File: src/hw/rtl/mts_pkg.sv
// Shared types and constants for the markup tag stripper.
// Holds the channel payload structs, the entity table and the result set struct.
// No dependencies.
package mts_pkg;

   localparam int HoldDepth  = 5;
   localparam int MaxResults = HoldDepth + 1;
   localparam int EntCount   = 4;
   localparam int EntSpan    = 8;

   localparam logic [7:0] CHAR_LT  = 8'h3C;
   localparam logic [7:0] CHAR_GT  = 8'h3E;
   localparam logic [7:0] CHAR_AMP = 8'h26;
   localparam logic [7:0] CHAR_NL  = 8'h0A;
   localparam logic [7:0] CHAR_SP  = 8'h20;

   // entity spellings, zero padded; order sets match priority
   localparam logic [7:0] ENT_TEXT [EntCount][EntSpan] = '{
      '{"&", "l", "t", ";", 8'h00, 8'h00, 8'h00, 8'h00},
      '{"&", "g", "t", ";", 8'h00, 8'h00, 8'h00, 8'h00},
      '{"&", "n", "b", "s", "p", ";", 8'h00, 8'h00},
      '{"&", "a", "m", "p", ";", 8'h00, 8'h00, 8'h00}
   };
   localparam logic [2:0] ENT_LEN [EntCount] = '{3'd4, 3'd4, 3'd6, 3'd5};
   localparam logic [7:0] ENT_VALUE [EntCount] = '{CHAR_LT, CHAR_GT, CHAR_SP, CHAR_AMP};

   typedef struct packed {
      logic [7:0] in_byte;
      logic       in_last;
   } req_item_type;

   typedef struct packed {
      logic [7:0] out_byte;
      logic       run_last;
      logic       text_end;
   } rsp_item_type;

   // results caused by one accepted word
   typedef struct packed {
      logic [MaxResults-1:0][7:0] bytes;
      logic [2:0]                 count;
      logic                       text_last;
   } result_set_type;

endpackage

File: src/hw/rtl/mts_stream_if.sv
// Valid/ready stream channel used on both sides of the tag stripper.
// The payload type is set per instance; no package dependency.
interface mts_stream_if #(
   parameter type payload_type = logic [7:0]
);
   logic        valid;
   logic        ready;
   payload_type payload;

   modport source (output valid, output payload, input ready);
   modport sink (input valid, input payload, output ready);
endinterface

File: src/hw/rtl/markup_tag_stripper_top.sv
// Markup tag stripper: drops tags, folds a tag holding a newline to one newline,
// decodes the entities for less-than, greater-than, non-breaking space and ampersand.
// The first result byte is registered and is valid in the cycle after the input word is accepted.
// Throughput: one input word per cycle while each word yields at most one result and the output is ready;
// a word yielding n results (up to six, on an entity flush) holds off the next until its last result is taken.
// Reset (synchronous): leaves markup, drops any held entity and empties the result register.
module markup_tag_stripper_top
   import mts_pkg::*;
(
   input  logic         clock,
   input  logic         reset,
   mts_stream_if.sink   req_chan,
   mts_stream_if.source rsp_chan
);

   logic           accept;
   logic           can_take;
   result_set_type result;

   assign req_chan.ready = can_take;
   assign accept         = req_chan.valid && can_take;

   mts_parse u_parse (
      .clock   (clock),
      .reset   (reset),
      .accept  (accept),
      .in_byte (req_chan.payload.in_byte),
      .in_last (req_chan.payload.in_last),
      .result  (result)
   );

   mts_emit u_emit (
      .clock    (clock),
      .reset    (reset),
      .load     (accept),
      .set_in   (result),
      .can_take (can_take),
      .rsp_chan (rsp_chan)
   );

endmodule

File: src/hw/rtl/mts_parse.sv
// Tag and entity state of the stripper, and the result set for one input word.
// Depends on mts_pkg.
module mts_parse
   import mts_pkg::*;
(
   input  logic           clock,
   input  logic           reset,
   input  logic           accept,
   input  logic [7:0]     in_byte,
   input  logic           in_last,
   output result_set_type result
);

   logic                 inside_tag_ff, inside_tag_in;
   logic                 tag_saw_newline_ff, tag_saw_newline_in;
   logic [2:0]           entity_count_ff, entity_count_in;
   logic [HoldDepth-1:0][7:0] entity_held_ff;

   logic       hit, done;
   logic [7:0] hit_value;
   logic       held_wr_en;
   logic [2:0] held_wr_idx;
   logic       use_held;
   logic       extra_v;
   logic [7:0] extra;
   logic [2:0] hold_len;

   // match the held run plus the new byte against each entity
   always_comb begin
      logic m;
      hit       = 1'b0;
      done      = 1'b0;
      hit_value = '0;
      for (int k = EntCount - 1; k >= 0; k--) begin
         m = ({1'b0, entity_count_ff} + 4'd1 <= {1'b0, ENT_LEN[k]})
             && (in_byte == ENT_TEXT[k][entity_count_ff]);
         for (int i = 0; i < HoldDepth; i++) begin
            if (3'(i) < entity_count_ff && entity_held_ff[i] != ENT_TEXT[k][i]) begin
               m = 1'b0;
            end
         end
         if (m) begin
            hit       = 1'b1;
            done      = (entity_count_ff + 3'd1 == ENT_LEN[k]);
            hit_value = ENT_VALUE[k];
         end
      end
   end

   always_comb begin
      logic fresh;
      inside_tag_in      = inside_tag_ff;
      tag_saw_newline_in = tag_saw_newline_ff;
      entity_count_in    = entity_count_ff;
      held_wr_en         = 1'b0;
      held_wr_idx        = '0;
      use_held           = 1'b0;
      extra_v            = 1'b0;
      extra              = in_byte;
      fresh              = 1'b0;

      if (inside_tag_ff) begin
         if (in_byte == CHAR_NL) begin
            tag_saw_newline_in = 1'b1;
         end else if (in_byte == CHAR_GT) begin
            extra_v            = tag_saw_newline_ff;
            extra              = CHAR_NL;
            inside_tag_in      = 1'b0;
            tag_saw_newline_in = 1'b0;
         end
      end else if (entity_count_ff != 3'd0) begin
         if (hit) begin
            if (done) begin
               extra_v         = 1'b1;
               extra           = hit_value;
               entity_count_in = '0;
            end else begin
               held_wr_en      = 1'b1;
               held_wr_idx     = entity_count_ff;
               entity_count_in = entity_count_ff + 3'd1;
               // end of text: flush the grown run at once
               if (in_last) begin
                  use_held = 1'b1;
                  extra_v  = 1'b1;
               end
            end
         end else begin
            use_held        = 1'b1;
            entity_count_in = '0;
            fresh           = 1'b1;
         end
      end else begin
         fresh = 1'b1;
      end

      if (fresh) begin
         if (in_byte == CHAR_LT) begin
            inside_tag_in      = 1'b1;
            tag_saw_newline_in = 1'b0;
         end else if (in_byte == CHAR_AMP) begin
            held_wr_en      = 1'b1;
            held_wr_idx     = '0;
            entity_count_in = 3'd1;
            extra_v         = in_last;
         end else begin
            extra_v = 1'b1;
         end
      end

      if (in_last) begin
         inside_tag_in      = 1'b0;
         tag_saw_newline_in = 1'b0;
         entity_count_in    = '0;
      end
   end

   // held bytes first, then the one extra byte
   always_comb begin
      hold_len         = use_held ? entity_count_ff : 3'd0;
      result.count     = hold_len + {2'b00, extra_v};
      result.text_last = in_last;
      for (int i = 0; i < HoldDepth; i++) begin
         result.bytes[i] = (3'(i) < hold_len) ? entity_held_ff[i] : extra;
      end
      result.bytes[MaxResults-1] = extra;
   end

   always_ff @(posedge clock) begin
      if (reset) begin
         inside_tag_ff      <= 1'b0;
         tag_saw_newline_ff <= 1'b0;
         entity_count_ff    <= '0;
      end else if (accept) begin
         inside_tag_ff      <= inside_tag_in;
         tag_saw_newline_ff <= tag_saw_newline_in;
         entity_count_ff    <= entity_count_in;
      end
   end

   always_ff @(posedge clock) begin
      if (accept && held_wr_en) begin
         entity_held_ff[held_wr_idx] <= in_byte;
      end
   end

endmodule

File: src/hw/rtl/mts_emit.sv
// Result register of the stripper: holds one result set and hands it out a byte a word.
// Depends on mts_pkg and mts_stream_if.
module mts_emit
   import mts_pkg::*;
(
   input  logic           clock,
   input  logic           reset,
   input  logic           load,
   input  result_set_type set_in,
   output logic           can_take,
   mts_stream_if.source   rsp_chan
);

   logic [MaxResults-1:0][7:0] bytes_ff;
   logic [2:0]                 count_ff;
   logic [2:0]                 ptr_ff;
   logic                       text_last_ff;
   logic                       have;
   logic                       final_word;
   logic                       fire;

   assign have       = (count_ff != 3'd0);
   assign final_word = (ptr_ff + 3'd1 == count_ff);
   assign fire       = have && rsp_chan.ready;
   assign can_take   = !have || (rsp_chan.ready && final_word);

   assign rsp_chan.valid            = have;
   assign rsp_chan.payload.out_byte = bytes_ff[ptr_ff];
   assign rsp_chan.payload.run_last = final_word;
   assign rsp_chan.payload.text_end = final_word && text_last_ff;

   always_ff @(posedge clock) begin
      if (reset) begin
         count_ff <= '0;
         ptr_ff   <= '0;
      end else if (load) begin
         count_ff <= set_in.count;
         ptr_ff   <= '0;
      end else if (fire) begin
         if (final_word) begin
            count_ff <= '0;
            ptr_ff   <= '0;
         end else begin
            ptr_ff <= ptr_ff + 3'd1;
         end
      end
   end

   always_ff @(posedge clock) begin
      if (load) begin
         bytes_ff     <= set_in.bytes;
         text_last_ff <= set_in.text_last;
      end
   end

endmodule

File: src/flat_wrapper.sv
// flat-port wrapper written by rule: the top's interface ports become plain ports
module markup_tag_stripper_top_flat import mts_pkg::*;
  (clock, reset, req_chan_valid, req_chan_payload, req_chan_ready, rsp_chan_valid, rsp_chan_payload, rsp_chan_ready);
  mts_stream_if #(.payload_type(req_item_type)) req_chan_i ();
  mts_stream_if #(.payload_type(rsp_item_type)) rsp_chan_i ();
  input  logic clock;
  input  logic reset;
  input wire logic [$bits(req_chan_i.valid)-1:0] req_chan_valid;
  input wire logic [$bits(req_chan_i.payload)-1:0] req_chan_payload;
  output wire logic [$bits(req_chan_i.ready)-1:0] req_chan_ready;
  output wire logic [$bits(rsp_chan_i.valid)-1:0] rsp_chan_valid;
  output wire logic [$bits(rsp_chan_i.payload)-1:0] rsp_chan_payload;
  input wire logic [$bits(rsp_chan_i.ready)-1:0] rsp_chan_ready;
  assign req_chan_i.valid = req_chan_valid;
  assign req_chan_i.payload = req_chan_payload;
  assign req_chan_ready = req_chan_i.ready;
  assign rsp_chan_valid = rsp_chan_i.valid;
  assign rsp_chan_payload = rsp_chan_i.payload;
  assign rsp_chan_i.ready = rsp_chan_ready;
  markup_tag_stripper_top u_core (.clock(clock), .reset(reset), .req_chan(req_chan_i), .rsp_chan(rsp_chan_i));
endmodule
File: config.mk
export PLATFORM = sky130hd
export DESIGN_NAME = markup_tag_stripper_top_flat
export DESIGN_NICKNAME = d
export VERILOG_FILES = /design/src/hw/rtl/mts_pkg.sv /design/src/hw/rtl/mts_stream_if.sv /design/src/hw/rtl/markup_tag_stripper_top.sv /design/src/hw/rtl/mts_parse.sv /design/src/hw/rtl/mts_emit.sv /design/src/flat_wrapper.sv
export SDC_FILE = /design/constraint.sdc
export NUM_CORES = 1
export LEC_CHECK = 0
export BUFFER_PORTS_ARGS = -buffer_cell sky130_fd_sc_hd__buf_2
export CORE_MARGIN = 8
export CORE_UTILIZATION = 25
export CTS_BUF_LIST = sky130_fd_sc_hd__clkbuf_4
export CTS_CLUSTER_SIZE = 40
export DETAILED_ROUTE_END_ITERATION = 7
export SETUP_SLACK_MARGIN = 0.05
export SLEW_MARGIN = 20
export SYNTH_ARGS = -nofsm -noshare
export SYNTH_HDL_FRONTEND = slang
export SYNTH_SLANG_ARGS = --single-unit
export TNS_END_PERCENT = 1
File: constraint.sdc
create_clock -name clock -period 7.15 [get_ports clock]
set_clock_uncertainty 0.15 [all_clocks]
set_input_delay 1.7875 -clock clock [delete_from_list [all_inputs] [get_ports clock]]
set_output_delay 1.7875 -clock clock [all_outputs]
set_load 0.005 [all_outputs]
==> results of run 1 <==
flip-flops by register name, indices dropped and copies added, names as in the netlist:
| name | cells |
|---|---|
| u_core.u_emit.bytes_ff | 48 |
| u_core.u_emit.count_ff | 3 |
| u_core.u_emit.ptr_ff | 3 |
| u_core.u_emit.text_last_ff | 1 |
| u_core.u_parse.entity_count_ff | 3 |
| u_core.u_parse.entity_held_ff | 40 |
| u_core.u_parse.inside_tag_ff | 1 |
| u_core.u_parse.tag_saw_newline_ff | 1 |
worst paths after layout:
kind,start,end
worst max-delay path,req_chan_payload[6],u_core.u_emit.count_ff[1]$_SDFFE_PP0P_
worst min-delay path,u_core.u_emit.count_ff[0]$_SDFFE_PP0P_,u_core.u_emit.count_ff[0]$_SDFFE_PP0P_
worst max register to register,u_core.u_parse.entity_count_ff[1]$_SDFFE_PP0P_,u_core.u_emit.count_ff[1]$_SDFFE_PP0P_
worst min register to register,u_core.u_emit.count_ff[0]$_SDFFE_PP0P_,u_core.u_emit.count_ff[0]$_SDFFE_PP0P_
layout make-up:
class,count,share of cell area
Inverter,20,0.0123
Clock buffer,9,0.0110
Clock inverter,7,0.00675
Timing Repair Buffer,33,0.0307
Sequential cell,100,0.473
Tap cell,285,0.0583
Antenna cell,1,0.000409
Multi-Input combinational cell,322,0.408
power breakdown:
part	internal (mW)	switching [mW]	total, mW
Combinational	0.0369	0.0588	0.0957
Sequential	0.661	0.00537	0.667
Clock	0.0696	0.185	0.254
cell families after synthesis:
group | Yosys count
muxes | 58
DFF | 100
AOI/OAI and AO/OA | 87
adders and majority gates | 12
xor gates and xnor gates | 18
and+or+nand+nor | 147
buffers and inverters | 47
cells in the final DEF (no fill, tap or decap), drive strengths merged, types with 12 or more instances in the layout:
master	n
nor2	29
nor3	13
buf	33
mux2	40
nand2	26
a21oi	29
ha	12
edfxtp	89
o21ai	18
inv	21
layer usage:
| layer | GRT usage | wire length, um | vias up |
|---|---|---|---|
| met2 | 0.166 | 6730 | 119 |
| met3 | 0.0155 | 678 | 16 |
| li1 | - | - | 1827 |
| met1 | 0.136 | 6560 | 1882 |
| met4 | 0.0344 | 233 | 0 |
| met5 | 0 | 0 | - |
cell usage after synthesis, drive strengths merged (4+ instances only):
master	number	share of area
a21oi	29	0.026
and2	5	0.0056
and3	4	0.0044
and4b	5	0.0089
buf	22	0.027
clkbuf	5	0.0033
dfxtp	11	0.039
edfxtp	89	0.47
ha	12	0.027
inv	20	0.013
mux2	40	0.081
mux2i	10	0.018
mux4	8	0.032
nand2	26	0.017
nand2b	7	0.0078
nand3	11	0.011
nor2	29	0.020
nor2b	7	0.0078
nor3	13	0.012
nor4	11	0.013
nor4b	5	0.0089
o21ai	18	0.016
o22ai	11	0.012
or3	6	0.0067
xnor2	11	0.017
xor2	7	0.011
critical path, cell delays in order:
cell       delay [ps]
buf_2             280
nor2b_1           280
nand2_1            70
a2111oi_0         420
o2111ai_1         280
nand2b_1          250
nand3_1           170
o21ai_1           210
and2_1            220
or3_1             340
a22oi_1           180
ha_1              180
ha_1              220
a22oi_1           150
nor2_1             50
per-stage QoR:
| step | setup slack, ps | cell area [um2] | hold WS [ps] | util | cells |
|---|---|---|---|---|---|
| 2_1_floorplan | 2060 | 5630 | 298 | - | 469 |
| 3_3_place_gp | 1610 | 6000 | 318 | 0.268 | 760 |
| 3_5_place_dp | 1540 | 6000 | 318 | 0.268 | 760 |
| 4_1_cts | 2040 | 6110 | 338 | 0.273 | 776 |
| 5_1_grt | 2040 | 6120 | 361 | 0.274 | 777 |
| 6_report | 2270 | 6120 | 334 | 0.274 | 777 |
==> run_results.csv, run 1 <==
group,metric,value,unit
run_status,status,"complete, no violations",
clocking,clk_latency,450,ps
clocking,clkSlewWorstSetupHoldPaths,150,ps
clocking,cts_tree,"done",
setup_path,cp.required,7360,ps
global_route,grt_antenna_before_repair,1,
power,total_power,1.02,mW
clocking,htreeDepth,3,
setup_path,path_max_fanout,15,
clocking,post_cts_buffers,0,
synth,synth-simple-area-share,0.152,
sta,fmax,205,MHz
synth,synth_area,5630,um2
layout,fill_cells,2267,
floorplanning,num_rows,55,
clocking,cts_buffers,9,
placement,gp_congestion,0.885,
routing,drtIter0Drc,345,
sta,slew_viol_final,0,
synth,ys.flop_type,"edfxtp_1",
setup_path,r2r_setup_slack,2640,ps
synth,postSynthCellCount,469,
clocking,holdBufCountCts,0,
hold_path,hold_depth,2,
synth,ys_types,72,
synth,async_flop_share,0,
power,vdd_drop_max,66.4,uV
sta,period_share,0.683,
routing,drc,0,
sta,rsz0062_at_grt,"false",
floorplanning,core-area,22400,um2
synth,synthXorXnorAreaFrac,0.0280,
setup_path,reg2regPathDepth,17,
clocking,cts_sinks,100,
global_route,gr-usage-all-layers,0.102,
layout,area_growth,8.74,%
sta,slew_headroom,0.307,
routing,num_vias,3844,
floorplanning,io_pins,25,
global_route,grt_pass1_wl,22100,um
routing,via_per_inst,4.95,
run,drv_cap,0,
synth,yosysWarningCount,0,
clocking,post_cts_resized,0,
setup_path,path_class,"input port to register",
synth,synth_compound_area_frac,0.105,
setup_path,startpoint_type,"input port",
layout,nNetsFinal,511,
synth,syn_nets,494,
global_route,gr-total-overflow,0,
power,total_leakage_power,1.97,nW
layout,multi_input_area,2500,um2
synth,synth_edf_count,89,
sta,setup_viol,0,
sta,min_period,4880,ps
global_route,grt_max_degree,51,
hold_path,min_path_type,"register to register",
synth,synthMuxAreaShare,0.131,
placement,hpwl,10300,um
sta,finalSetupTns,0,ps
synth,synth_top_family_by_area,"simple AND/OR/NAND/NOR gates",
floorplanning,die_h,166,um
clocking,clockBufferDepth,2,
synth,yosysSeqAreaShare,0.514,
global_route,grt_pass1_vias,3695,
routing,wl_per_cell,18.3,um
sta,worst_pin_slew,1040,ps
floorplanning,dieArea,27600,um2
layout,drive_gt1_frac,0.224,
routing,drt_pre_antenna_iters,5,
routing,ant_nets,0,
clocking,clockRootBuffer,"clkbuf_4",
placement,port_buffers,24,
floorplanning,start_util,0.252,
sta,hold_violations,0,
synth,syn_area_per_cell,12.0,um2
synth,yosys.area_share.adder,0.0267,
setup_path,endpoint_kind,"register",
synth,ys_ff_latch,100,
routing,drt-total-wl,14200,um
power,power.density,166,nW/um2
layout,seq_area,2890,um2
setup_path,critPathArrivalTime,5090,ps
floorplanning,fp.dieW,166,um
(Power assumes the default switching activity.)
==> run 2, diff against run 1 <==
Clock period 7.15 ns to 5 ns, I/O delays scaled along.
==> run 2 against run 1 <==
Compared with the run above:
- sequential cell count stayed put
- via count increased by 0.78%
- count of clock-buffer cells in the layout stayed put
- cell count grew 1.5%
- hold slack gained 7.8 ps
- routed wire length increased by 1.9%
- worst setup slack worse by 1700 ps
- register-to-register slack got worse by 2100 ps
- core utilization grew 0.69 points
- clock power increased by 99%
==> run_results.csv, run 2 (synthesized netlist as in run 1, its figures left out) <==
group,metric,value,unit
hold_path,min_path_type,"register to register",
sta,rsz0062_at_grt,"false",
global_route,grt_antenna_before_repair,1,
setup_path,cp.required,5220,ps
clocking,clockBufferDepth,2,
floorplanning,start_util,0.252,
clocking,cts_buffers,9,
setup_path,endpoint_kind,"register",
sta,slew_headroom,0.545,
clocking,holdBufCountCts,0,
placement,dp_slack,304,ps
sta,worst_pin_slew,677,ps
hold_path,min_from,"u_core.u_emit.count_ff[0]$_SDFFE_PP0P_",
placement,port_buffers,24,
layout,reg.largest.list,"u_core.u_emit.bytes_ff (48), u_core.u_parse.entity_held_ff (40)",
clocking,clockRootBuffer,"clkbuf_4",
placement,hpwl,10800,um
power,power.density,256,nW/um2
sta,hold_violations,0,
floorplanning,fp.dieW,166,um
routing,drt_pre_antenna_iters,5,
global_route,grt_pass1_vias,3849,
setup_path,r2r_setup_slack,530,ps
clocking,htreeDepth,3,
power,total_leakage_power,2.06,nW
layout,final_cell_mix,"89 x edfxtp_1, 33 x mux2_2, 29 x a21oi_1, 28 x nor2_1, 26 x nand2_1",
clocking,post_cts_resized,0,
sta,period_share,0.893,
global_route,grt_max_degree,27,
clocking,clk_latency,470,ps
sta,fmax,224,MHz
clocking,clkSlewWorstSetupHoldPaths,160,ps
layout,largest_register,"u_core.u_emit.bytes_ff",
setup_path,path_max_fanout,13,
floorplanning,io_pins,25,
routing,drt-total-wl,14500,um
routing,num_vias,3874,
placement,placedCellCount,772,
layout,nNetsFinal,523,
layout,area_growth,11.5,%
sta,slew_viol_final,0,
routing,ant_nets,0,
setup_path,path_class,"register to register",
run_status,status,"complete, no violations",
floorplanning,core-area,22400,um2
clocking,post_cts_buffers,0,
setup_path,startpoint_type,"register",
global_route,gr-total-overflow,0,
routing,via_per_inst,4.91,
sta,setup_viol,0,
floorplanning,num_rows,55,
sta,worst_slack,534,ps
layout,layout_commonest_cell,"edfxtp_1",
routing,drtIter0Drc,357,
placement,placed_cell_area,6090,um2
routing,wl_per_cell,18.3,um
sta,finalSetupTns,0,ps
global_route,gr-usage-all-layers,0.105,
placement,gp_congestion,0.894,
layout,largest_reg_flops,48,
layout,finalInstanceArea,6270,um2
sta,hold_slack,342,ps
floorplanning,die_h,166,um
setup_path,critPathArrivalTime,4690,ps
layout,drive_gt1_frac,0.247,
sta,min_period,4470,ps
global_route,grt_pass1_wl,22800,um
floorplanning,dieArea,27600,um2
layout,final_cell_count_no_fill,789,
setup_path,cp-startpoint,"u_core.u_parse.entity_count_ff[0]$_SDFFE_PP0P_",
power,vdd_drop_max,118,uV
layout,final_util,0.281,
power,total_power,1.60,mW
clocking,cts_tree,"done",
setup_path,r2r-start,"u_core.u_parse.entity_count_ff[0]$_SDFFE_PP0P_",
routing,drc,0,
clocking,cts_sinks,100,
run,drv_cap,0,
==> run 2: final timing paths <==
path,end,depth (start not counted)
max,u_core.u_emit.count_ff[1]$_SDFFE_PP0P_,16
min,u_core.u_emit.count_ff[0]$_SDFFE_PP0P_,2
max reg2reg,u_core.u_emit.count_ff[1]$_SDFFE_PP0P_,16
min reg2reg,u_core.u_emit.count_ff[0]$_SDFFE_PP0P_,2
==> run 2: worst max-delay path, cell delays in order, from the launching register on <==
cell and delay (ps):
dfxtp_1 670, inv_1 260, ha_1 470, nor4b_1 340
a31oi_1 80, o32ai_1 190, o2111ai_1 280, nand2b_1 240
nand3_1 160, o21ai_1 200, and2_1 220, or3_1 340
a22oi_1 160, ha_1 170, ha_1 220, a22oi_1 160
nor2_1 60
==> run 2: where the power goes <==
group	internal (mW)	leakage (nW)	total, mW	switching, mW
Clock	0.210	0.0895	0.506	0.296
Combinational	0.0583	1.06	0.144	0.0855
Sequential	0.945	0.919	0.953	0.00821
==> run 2: final cells by class <==
class	count	area [um2]
inverters	20	75.1
repair buffers	45	278
clock buffers	9	67.6
diodes	1	2.50
multi-input cells	322	2490
flip-flops and latches	100	2890
well taps	285	357
fillers	2313	16100
clock inverters	7	110
==> run 2: routing by layer <==
layer	global-route usage	up-vias	wire, um
met5	0	-	0
met4	0.0352	0	232
met3	0.0162	16	536
met2	0.173	90	7030
met1	0.139	1914	6680
li1	-	1854	-
==> run 3, diff against run 2 <==
Clock period 5 ns to 3.82 ns, I/O delays scaled along.
==> run 3 against run 2 <==
Compared with the run above:
- sequential cell count unchanged
- sequential power grew 31%
- maximum frequency up 21%
- via count is 6.8% higher
- worst setup slack lost 390 ps
- critical endpoint is now u_core.u_emit.bytes_ff[33]$_DFFE_PP_
- highest routed layer is now met5
- global-route usage rose by 0.29 points
- non-clock buffer count is 60 higher
- clock power up 22%
- critical path depth fell by 3
- power grew 29%
==> run_results.csv, run 3 (synthesized netlist as in run 1, its figures left out) <==
group,metric,value,unit
sta,fmax,272,MHz
floorplanning,dieArea,27600,um2
global_route,gr-total-overflow,0,
floorplanning,io_pins,25,
power,clkPwrFrac,0.299,
setup_path,cp_slowest_stage_delay,400,ps
power,total_power,2.07,mW
layout,largest_reg_flops,48,
setup_path,crit_chain,"clkinvlp_4 > ha_4 > xor2_1 > a2111oi_2 > a221oi_1 > a21oi_1 > o211ai_2 > mux2i_4 > o211ai_2 > a211oi_2 > and2b_1 > buf_12 > mux2_2",
layout,drive_gt1_frac,0.369,
layout,layout_commonest_cell,"edfxtp_1",
floorplanning,num_rows,55,
routing,drc,0,
hold_path,min_path_type,"register to register",
placement,dp_slack,-233,ps
setup_path,critical_path.most_common_cell,"o211ai_2",
clocking,cts_buffers,9,
clocking,cts_tree,"done",
routing,via_per_inst,4.87,
placement,port_buffers,24,
clocking,clk_latency,480,ps
global_route,use_met1,0.144,
clocking,clockRootBuffer,"clkbuf_4",
floorplanning,start_util,0.252,
sta,setup_viol,0,
power,switchingPower,526,uW
global_route,grt_pass1_wl,23500,um
routing,drt-total-wl,15300,um
power,p_int,1.55,mW
power,seq_power_share,0.602,
layout,reg.largest.list,"u_core.u_emit.bytes_ff (48), u_core.u_parse.entity_held_ff (40)",
layout,final_util,0.312,
sta,hold_violations,0,
power,power.density,297,nW/um2
global_route,grt_max_degree,46,
sta,slew_viol_final,0,
global_route,grt_antenna_before_repair,4,
routing,wl_per_cell,18.0,um
floorplanning,core-area,22400,um2
placement,placed_cell_area,6690,um2
sta,min_period,3680,ps
sta,worst_slack,139,ps
routing,num_vias,4137,
routing,drt_pre_antenna_iters,5,
setup_path,critPathSlowestCell,"dfxtp_4",
clocking,clockBufferDepth,2,
setup_path,path_max_fanout,8,
setup_path,path_class,"register to register",
layout,nNetsFinal,583,
routing,drtIter0Drc,254,
layout,area_growth,24.0,%
power,vdd_drop_max,173,uV
run_status,status,"complete, no violations",
layout,final_cell_mix,"89 x edfxtp_1, 75 x buf_4, 33 x mux2_2, 29 x a21oi_1, 28 x nor2_1",
clocking,htreeDepth,3,
layout,multi_input_area,2700,um2
global_route,grt_pass1_vias,3982,
setup_path,critPathArrivalTime,3760,ps
sta,period_share,0.964,
routing,ant_nets,0,
global_route,gr-usage-all-layers,0.108,
layout,seq_area,2900,um2
global_route,grt.busiest_layer,"met2",
power,swShare,0.254,
sta,worst_pin_slew,661,ps
sta,slew_headroom,0.558,
setup_path,critical-path-top-delay-family,"compound AO/OA/AOI/OAI gates",
floorplanning,fp.dieW,166,um
setup_path,r2r_setup_slack,140,ps
global_route,grt_use_met3,0.0140,
layout,fill_cells,2206,
placement,gp_congestion,0.861,
floorplanning,die_h,166,um
setup_path,cp_num_buf_inv,2,
setup_path,cp.required,3900,ps
clocking,cts_sinks,100,
setup_path,endpoint_kind,"register",
clocking,clkSlewWorstSetupHoldPaths,180,ps
layout,largest_register,"u_core.u_emit.bytes_ff",
sta,rsz0062_at_grt,"true",
power,total_leakage_power,2.43,nW
run,drv_cap,0,
global_route,gr-usage-met2,0.180,
setup_path,startpoint_type,"register",
clocking,holdBufCountCts,0,
layout,finalInstanceArea,6980,um2
power,power_frac_comb,0.100,
placement,hpwl,11500,um
## run 3: changes by cell type in the layout (fill, tap and decap cells not counted), moves of 3 or more
cell	delta
nor4_1	-4
buf_4	+54
buf_12	+4
ha_4	+3
nor4_4	+5
inv_8	+3
ha_1	-4
## run 3: path summary, 6_finish.rpt
kind / startpoint / to / cells after the start
min: u_core.u_emit.count_ff[0]$_SDFFE_PP0P_ / u_core.u_emit.count_ff[0]$_SDFFE_PP0P_ / 2
min reg2reg: u_core.u_emit.count_ff[0]$_SDFFE_PP0P_ / u_core.u_emit.count_ff[0]$_SDFFE_PP0P_ / 2
max: u_core.u_parse.entity_count_ff[1]$_SDFFE_PP0P_ / u_core.u_emit.bytes_ff[33]$_DFFE_PP_ / 13
max reg2reg: u_core.u_parse.entity_count_ff[1]$_SDFFE_PP0P_ / u_core.u_emit.bytes_ff[33]$_DFFE_PP_ / 13
## run 3: layout make-up
cell class / count / share of cell area
sequential: 100 / 0.415
multi-input combinational: 322 / 0.386
timing repair buffer: 105 / 0.113
tap: 285 / 0.0511
clock inverter: 7 / 0.0136
inverter: 20 / 0.0113
clock buffer: 9 / 0.00968
antenna: 1 / 0.000359
## run 3: what timing repair did
action | 4_1_cts | 5_1_grt
resized for setup | 1 | 20
buffers inserted | 0 | 3
endpoints found under the hold margin | 0 | 0
pin swaps | 0 | 11
endpoints found under the setup margin | 28 | 69
cloned | 0 | 0
## run 3: stage by stage
step	std cells	TNS, ps	hold slack [ps]
4_1_cts	845	0	347
2_1_floorplan	469	-544	298
5_1_grt	849	-97.9	383
3_5_place_dp	829	-11330	327
3_3_place_gp	829	-10600	319
6_report	849	0	344
## run 3: worst min-delay path, delay by kind of cell (launching register included)
kind	cells	cell delay, ps
compound gates	1	50
flops	1	370
simple gates	1	60
## run 3: power by group through the flow
stage | Sequential [mW] | Combinational, mW | Clock, mW
2_1_floorplan | 1.27 | 0.124 | 0
3_5_place_dp | 1.27 | 0.208 | 0
5_1_grt | 1.25 | 0.226 | 0.667
4_1_cts | 1.25 | 0.209 | 0.637
3_3_place_gp | 1.27 | 0.205 | 0
6_report | 1.25 | 0.207 | 0.619
## run 3: metal layers
metal	share of wire	vias up	routed length, um
met4	0.012	6	189
met3	0.040	19	610
li1	-	1971	-
met1	0.45	2042	6920
met2	0.49	99	7510
met5	0.0022	-	34
